--- src/sv/chu_pkg.sv ---
// Shared types, filter taps and the round-and-clamp helper for the chroma
// horizontal upsampler. No dependencies.
package chu_pkg;

    localparam int SampleWidth = 8;
    localparam int WinLen      = 7;
    localparam int SumWidth    = 20;

    typedef logic [SampleWidth-1:0]     sample_t;
    typedef logic signed [SumWidth-1:0] sum_t;

    // MPEG-2 cosited interpolation taps
    localparam sum_t M2_TAP_A = 20'sd21;
    localparam sum_t M2_TAP_B = 20'sd52;
    localparam sum_t M2_TAP_C = 20'sd159;

    // MPEG-1 interstitial taps
    localparam sum_t M1_TAP_0 = 20'sd5;
    localparam sum_t M1_TAP_1 = 20'sd21;
    localparam sum_t M1_TAP_2 = 20'sd70;
    localparam sum_t M1_TAP_3 = 20'sd228;
    localparam sum_t M1_TAP_4 = 20'sd37;
    localparam sum_t M1_TAP_5 = 20'sd11;

    localparam sum_t ROUND_BIAS = 20'sd128;

    typedef struct packed {
        logic    advance;
        logic    fill;
        sample_t fill_sample;
    } cell_ctrl_t;

    function automatic sample_t clamp_round(input sum_t sum);
        sum_t    v;
        sample_t r;
        v = sum + ROUND_BIAS;
        if (v[SumWidth-1])
        begin
            r = '0;
        end
        else if (|v[SumWidth-2:16])
        begin
            r = '1;
        end
        else
        begin
            r = v[15:8];
        end
        return r;
    endfunction

endpackage

--- src/sv/chroma_horizontal_upsample.sv ---
// Top level of the 4:2:2 to 4:4:4 chroma horizontal upsampler.
// Depends on chu_pkg, chu_cell and chu_filter.
//
// Input channel s_axis: one chroma sample per item, tlast on the last sample
// of a line. Output channel m_axis: one even/odd pair per item, tlast on the
// final pair of the line. A line of L samples gives exactly L pairs.
// cfg_wr_en/cfg_wr_data write mpeg2_mode (1 = cosited, 0 = interstitial);
// write it only while the block is idle.
// Throughput: one sample per cycle inside a line while the output is not
// stalled. The pair for sample i is formed once sample i+3 is taken. At a
// line end the window chain shifts three more times with the edge sample
// to flush up to three pairs; s_axis_tready is low while the flush runs.
// A completed pair passes from the pair stage into the output register.
// When m_axis_tready is low the output register holds; the pair stage keeps
// taking samples until it also holds a pair, then s_axis_tready drops.
// Reset clears the window to zero, the line count, all valid flags and sets
// mpeg2_mode to 1.
module chroma_horizontal_upsample (
    input  logic        clk,
    input  logic        rst_n,
    input  logic        cfg_wr_en,
    input  logic        cfg_wr_data,
    input  logic        s_axis_tvalid,
    output logic        s_axis_tready,
    input  logic [7:0]  s_axis_tdata,   // [7:0] chroma_sample
    input  logic        s_axis_tlast,   // line_end
    output logic        m_axis_tvalid,
    input  logic        m_axis_tready,
    output logic [15:0] m_axis_tdata,   // [7:0] even_out, [15:8] odd_out
    output logic        m_axis_tlast    // line_done
);

    logic             mode_reg;
    logic [1:0]       seen_reg,    seen_next;
    logic             flush_reg,   flush_next;
    logic [1:0]       flush_k_reg, flush_k_next;
    logic [1:0]       flush_c_reg, flush_c_next;
    logic             emit_reg,    emit_next;
    logic             done_reg,    done_next;
    logic             out_valid_reg;
    chu_pkg::sample_t out_even_reg;
    chu_pkg::sample_t out_odd_reg;
    logic             out_done_reg;

    logic             out_ready;
    logic             stage_free;
    logic             s_fire;
    logic             flush_step;
    logic [2:0]       flush_sum;
    chu_pkg::cell_ctrl_t cell_ctrl;
    chu_pkg::sample_t win [chu_pkg::WinLen];
    chu_pkg::sample_t shift_src [chu_pkg::WinLen];
    chu_pkg::sample_t even_val;
    chu_pkg::sample_t odd_val;

    assign out_ready     = !out_valid_reg || m_axis_tready;
    assign stage_free    = !emit_reg || out_ready;
    assign s_axis_tready = !flush_reg && stage_free;
    assign s_fire        = s_axis_tvalid && s_axis_tready;
    assign flush_step    = flush_reg && stage_free;
    assign flush_sum     = {1'b0, flush_k_reg} + {1'b0, flush_c_reg};

    assign cell_ctrl.advance     = s_fire || flush_step;
    assign cell_ctrl.fill        = s_fire && (seen_reg == 2'd0);
    assign cell_ctrl.fill_sample = s_axis_tdata;

    genvar gi;
    generate
        for (gi = 0; gi < chu_pkg::WinLen; gi++)
        begin : g_cell
            if (gi == chu_pkg::WinLen - 1)
            begin : g_head
                assign shift_src[gi] = flush_reg ? win[gi] : s_axis_tdata;
            end
            else
            begin : g_body
                assign shift_src[gi] = win[gi+1];
            end
            chu_cell u_cell (
                .clk          (clk),
                .rst_n        (rst_n),
                .ctrl         (cell_ctrl),
                .shift_sample (shift_src[gi]),
                .sample       (win[gi])
            );
        end
    endgenerate

    chu_filter u_filter (
        .win        (win),
        .mpeg2_mode (mode_reg),
        .even_out   (even_val),
        .odd_out    (odd_val)
    );

    always_comb
    begin
        seen_next    = seen_reg;
        flush_next   = flush_reg;
        flush_k_next = flush_k_reg;
        flush_c_next = flush_c_reg;
        emit_next    = emit_reg;
        done_next    = done_reg;
        if (s_fire)
        begin
            emit_next = (seen_reg == 2'd3);
            done_next = 1'b0;
            if (s_axis_tlast)
            begin
                seen_next    = 2'd0;
                flush_next   = 1'b1;
                flush_k_next = 2'd1;
                flush_c_next = seen_reg;
            end
            else if (seen_reg != 2'd3)
            begin
                seen_next = seen_reg + 2'd1;
            end
        end
        else if (flush_step)
        begin
            emit_next    = (flush_sum >= 3'd3);
            done_next    = (flush_k_reg == 2'd3);
            flush_k_next = flush_k_reg + 2'd1;
            if (flush_k_reg == 2'd3)
            begin
                flush_next = 1'b0;
            end
        end
        else if (stage_free)
        begin
            emit_next = 1'b0;
        end
    end

    always_ff @(posedge clk or negedge rst_n)
    begin
        if (!rst_n)
        begin
            mode_reg      <= 1'b1;
            seen_reg      <= 2'd0;
            flush_reg     <= 1'b0;
            flush_k_reg   <= 2'd0;
            flush_c_reg   <= 2'd0;
            emit_reg      <= 1'b0;
            done_reg      <= 1'b0;
            out_valid_reg <= 1'b0;
        end
        else
        begin
            if (cfg_wr_en)
            begin
                mode_reg <= cfg_wr_data;
            end
            seen_reg    <= seen_next;
            flush_reg   <= flush_next;
            flush_k_reg <= flush_k_next;
            flush_c_reg <= flush_c_next;
            emit_reg    <= emit_next;
            done_reg    <= done_next;
            if (out_ready)
            begin
                out_valid_reg <= emit_reg;
            end
        end
    end

    always_ff @(posedge clk)
    begin
        if (out_ready && emit_reg)
        begin
            out_even_reg <= even_val;
            out_odd_reg  <= odd_val;
            out_done_reg <= done_reg;
        end
    end

    assign m_axis_tvalid = out_valid_reg;
    assign m_axis_tdata  = {out_odd_reg, out_even_reg};
    assign m_axis_tlast  = out_done_reg;

endmodule

--- src/sv/chu_cell.sv ---
// One stage of the sample window: loads the line's first sample or takes
// its neighbor's sample on each advance. Depends on chu_pkg.
module chu_cell (
    input  logic                clk,
    input  logic                rst_n,
    input  chu_pkg::cell_ctrl_t ctrl,
    input  chu_pkg::sample_t    shift_sample,
    output chu_pkg::sample_t    sample
);

    chu_pkg::sample_t sample_reg;
    chu_pkg::sample_t sample_next;

    always_comb
    begin
        sample_next = sample_reg;
        if (ctrl.advance)
        begin
            sample_next = ctrl.fill ? ctrl.fill_sample : shift_sample;
        end
    end

    always_ff @(posedge clk or negedge rst_n)
    begin
        if (!rst_n)
        begin
            sample_reg <= '0;
        end
        else
        begin
            sample_reg <= sample_next;
        end
    end

    assign sample = sample_reg;

endmodule

--- src/sv/chu_filter.sv ---
// Six-tap even/odd filters over the sample window, rounded and clamped;
// in cosited mode even is the centre sample. Depends on chu_pkg.
module chu_filter (
    input  chu_pkg::sample_t win [chu_pkg::WinLen],
    input  logic             mpeg2_mode,
    output chu_pkg::sample_t even_out,
    output chu_pkg::sample_t odd_out
);

    chu_pkg::sum_t w [chu_pkg::WinLen];
    chu_pkg::sum_t m2_odd;
    chu_pkg::sum_t m1_even;
    chu_pkg::sum_t m1_odd;

    always_comb
    begin
        for (int i = 0; i < chu_pkg::WinLen; i++)
        begin
            w[i] = chu_pkg::sum_t'({12'b0, win[i]});
        end
        m2_odd  = chu_pkg::M2_TAP_A * (w[1] + w[6])
                - chu_pkg::M2_TAP_B * (w[2] + w[5])
                + chu_pkg::M2_TAP_C * (w[3] + w[4]);
        m1_even = chu_pkg::M1_TAP_0 * w[0] - chu_pkg::M1_TAP_1 * w[1]
                + chu_pkg::M1_TAP_2 * w[2] + chu_pkg::M1_TAP_3 * w[3]
                - chu_pkg::M1_TAP_4 * w[4] + chu_pkg::M1_TAP_5 * w[5];
        m1_odd  = chu_pkg::M1_TAP_0 * w[6] - chu_pkg::M1_TAP_1 * w[5]
                + chu_pkg::M1_TAP_2 * w[4] + chu_pkg::M1_TAP_3 * w[3]
                - chu_pkg::M1_TAP_4 * w[2] + chu_pkg::M1_TAP_5 * w[1];
        if (mpeg2_mode)
        begin
            even_out = win[3];
            odd_out  = chu_pkg::clamp_round(m2_odd);
        end
        else
        begin
            even_out = chu_pkg::clamp_round(m1_even);
            odd_out  = chu_pkg::clamp_round(m1_odd);
        end
    end

endmodule
--- config.mk ---
export PLATFORM = sky130hd
export DESIGN_NAME = chroma_horizontal_upsample
export DESIGN_NICKNAME = d
export VERILOG_FILES = /design/src/sv/chu_pkg.sv /design/src/sv/chroma_horizontal_upsample.sv /design/src/sv/chu_cell.sv /design/src/sv/chu_filter.sv
export SDC_FILE = /design/constraint.sdc
export NUM_CORES = 1
export LEC_CHECK = 0
export BUFFER_PORTS_ARGS = -buffer_cell sky130_fd_sc_hd__buf_2
export CAP_MARGIN = 25
export CORE_ASPECT_RATIO = 2
export CORE_MARGIN = 5
export CORE_UTILIZATION = 30
export DETAILED_ROUTE_END_ITERATION = 10
export GPL_TIMING_DRIVEN = 0
export HOLD_SLACK_MARGIN = 0.03
export PLACE_DENSITY = 0.52
export SETUP_SLACK_MARGIN = 0.4
export SYNTH_ARGS = -nofsm -noshare
export SYNTH_HDL_FRONTEND = slang
export SYNTH_SLANG_ARGS = --single-unit
--- constraint.sdc ---
create_clock -name clk -period 11.6 [get_ports clk]
set_input_delay 0.58 -clock clk [delete_from_list [all_inputs] [get_ports clk]]
set_output_delay 0.58 -clock clk [all_outputs]
set_load 0.005 [all_outputs]
==> flow_summary.toml <==
[status]
outcome = "finished clean"

[yosys]
synth_common_cells = "inv_1, ha_1, fa_1"
synth-edff-count = 17
synthCells = 1941
synth.top_cell.area_share_pct = 29.7
synth_mux_area_share_pct = 0.171
synth_fa_ha_area_share_pct = 52.8
synth_warnings = 0
synth_compound_area_share_pct = 13.0
syn_nets = 2601
netlist_area_um2 = 18300
postSynthAreaPerCell_um2 = 9.42
synthSimpleGateAreaFrac_pct = 6.86
synthXorXnorAreaFrac_pct = 5.46
yosys-top-cells-area = "ha_1, fa_1, inv_1"
async_reset_ff_share_pct = 79.8
synth.ff_latch_count = 84
seq_area_frac_synth_pct = 12.0
yosysTopAreaCell = "ha_1"
yosysMostFrequentCell = "inv_1"
synth_top_family_by_area = "adder cells"
ys.flop_type = "dfrtp_1"
yosysUniqueCellTypes = 65

[clocking]
cts_resized = 0
clkLatencyLatePin_ns = 0.38
clock_sinks = 84
clockBufferDepth = 2
clk_pin_slew_ns = 0.08
cts_root_buf = "clkbuf_16"
h-tree-depth = 3
cts_tree = "built"
numCtsBuffers = 9

[global_routing]
grt_overflow = 0
antenna_found_initial = 0
grt_max_degree = 66
grt_pass1_wl_um = 82700
track_usage_pct = 16.7
grt_pass1_vias = 14800

[place]
gp_congestion = 0.882
post-dp-hpwl_um = 47500
portBuffers = 33

[cells_and_area]
diodes = 0
drive_gt1_share_pct = 3.56
largest_reg_flops = 56
syn_to_final_growth_pct = 8.30
nNetsFinal = 2649
fillers = 6195

[worst_hold_path]
hold_end = "g_cell[6].u_cell.sample[3]$_DFFE_PN0P_"
hold_depth = 3
min_path_type = "in -> reg"
hold_start = "s_axis_tdata[3]"

[worst_setup_path]
r2r_start = "g_cell[2].u_cell.sample[0]$_DFFE_PN0P_"
slowest_delay_ns = 0.65
crit_path_max_fanout = 8
reg2reg_to = "out_odd_reg[5]$_DFFE_PP_"
required_ns = 11.81
worst-r2r-setup-slack_ns = 1.98
arrival_ns = 9.84
crit_type = "reg -> reg"
worstSetupEndpointType = "register"
worst-r2r-cell-count = 34
cpMostUsedCell = "fa_1"
critical_path.startpoint = "g_cell[2].u_cell.sample[0]$_DFFE_PN0P_"
start_kind = "register"
worst_path_max_delay_cell = "dfrtp_1"

[route]
via_count = 13600
drc = 0
viasPerCell = 4.90
drtIter0Drc = 537
routedWlPerCell_um = 19.7
ant_nets = 0
wl_um = 54500
firstDrtPassIters = 8

[floorplan]
ios = 34
initial_core_util_pct = 30.1
die_y_um = 359
die_w_um = 185
fp-row-count = 128
die_area_um2 = 66300
core_um2 = 60700

[timing]
finalHoldViolCount = 0
period_share_pct = 82.9
worst_pin_slew_ns = 0.940
hold_ws_ns = 0.403
report.final.slew_viol_count = 0
fin_skew_ns = 0.0116
fin_crit_ns = 9.62
relSlewSlack_pct = 36.7
fin_tns_setup_ns = 0
setup_viol = 0
fmax_mhz = 104
rsz0062_at_grt = "false"

[job]
max_cap_violations = 0
==> repair_timing <==
action                                  CTS  global route
buffers inserted                          0             0
endpoints found under the setup margin    0             0
hold endpoints to repair                  2             0
hold buffers                              1             0
==> metal layers <==
metal / up-vias / global-route usage, % / part of all wire (%) / wire, um
met5: - / 0 / 0 / 0
met4: 0 / 11.7 / 8.5 / 4630
met3: 113 / 1.47 / 2.0 / 1110
met2: 222 / 34.2 / 59 / 32100
met1: 6747 / 14.3 / 31 / 16600
li1: 6500 / - / - / -
==> cell families (layout without fill, tap and decap cells) <==
logic type / count (synthesis) / count (layout)
muxes: 3 / 3
DFF: 84 / 84
and+or+nand+nor: 253 / 253
buffers and inverters: 474 / 527
xor gates and xnor gates: 114 / 114
AOI/OAI and AO/OA: 368 / 368
adders and majority gates: 645 / 645
==> worst max-delay path: cells and delay by family, from the launching register on <==
family                   cells  cell delay, ns
adder cells (fa/ha/maj)     13            5.49
AO/OA/AOI/OAI                8            1.44
flip-flops                   1            0.65
AND/OR/NAND/NOR              4            0.62
multiplexers                 1            0.44
XOR/XNOR                     2            0.41
buffers and inverters        6            0.37
==> cell usage in the layout (no fill, tap or decap), types with 9 or more instances in the layout <==
cell | synthesis | routed
fa_1 | 211 | 211
inv_1 | 457 | 457
o21bai_1 | 34 | 34
dfrtp_1 | 66 | 66
a21oi_1 | 107 | 107
ha_1 | 434 | 434
nand2_1 | 72 | 72
xor2_1 | 36 | 36
a211oi_1 | 9 | 9
edfxtp_1 | 17 | 17
o21ai_0 | 61 | 61
xnor2_1 | 78 | 78
nand2b_1 | 14 | 14
clkbuf_1 | 17 | 17
nand3_1 | 9 | 9
buf_2 | 0 | 32
nor2_1 | 80 | 80
clkbuf_16 | 0 | 9
a21o_1 | 39 | 39
o22ai_1 | 40 | 40
o21a_1 | 17 | 17
nor3_1 | 9 | 9
nor2b_1 | 19 | 19
==> area by class of cell <==
cell class	count	area, um^2	area share [%]
Timing Repair Buffer	37	240	1.21
Multi-Input combinational cell	1383	14300	72.3
Inverter	457	1720	8.67
Buffer	17	63.8	0.322
Clock inverter	7	76.3	0.386
Sequential cell	84	2190	11.1
Clock buffer	9	225	1.14
Tap cell	780	976	4.93
==> worst max-delay path by stage <==
stage	endpoint	slack, ns	cells after the start
final	out_odd_reg[5]$_DFFE_PP_	1.98	34
after global routing	out_odd_reg[0]$_DFFE_PP_	1.28	34
after detailed placement	out_odd_reg[5]$_DFFE_PP_	1.89	34
after CTS	out_odd_reg[5]$_DFFE_PP_	1.84	34
after global placement	out_odd_reg[3]$_DFFE_PP_	1.94	34
after floorplan	out_odd_reg[0]$_DFFE_PP_	3.00	34
==> stage by stage <==
stage,utilization (%),setup WS (ns),instance area [um^2],instances
6_report,32.6,1.98,19800,2774
5_1_grt,32.6,1.28,19800,2774
4_1_cts,32.6,1.84,19800,2774
3_5_place_dp,32.1,1.89,19500,2757
3_3_place_gp,32.0,1.94,19400,2754
2_1_floorplan,-,3.00,18300,1941
Power is left out: the tool's default activity adds up to more than one toggle a clock period on the data nets, which glitch-free logic cannot reach.
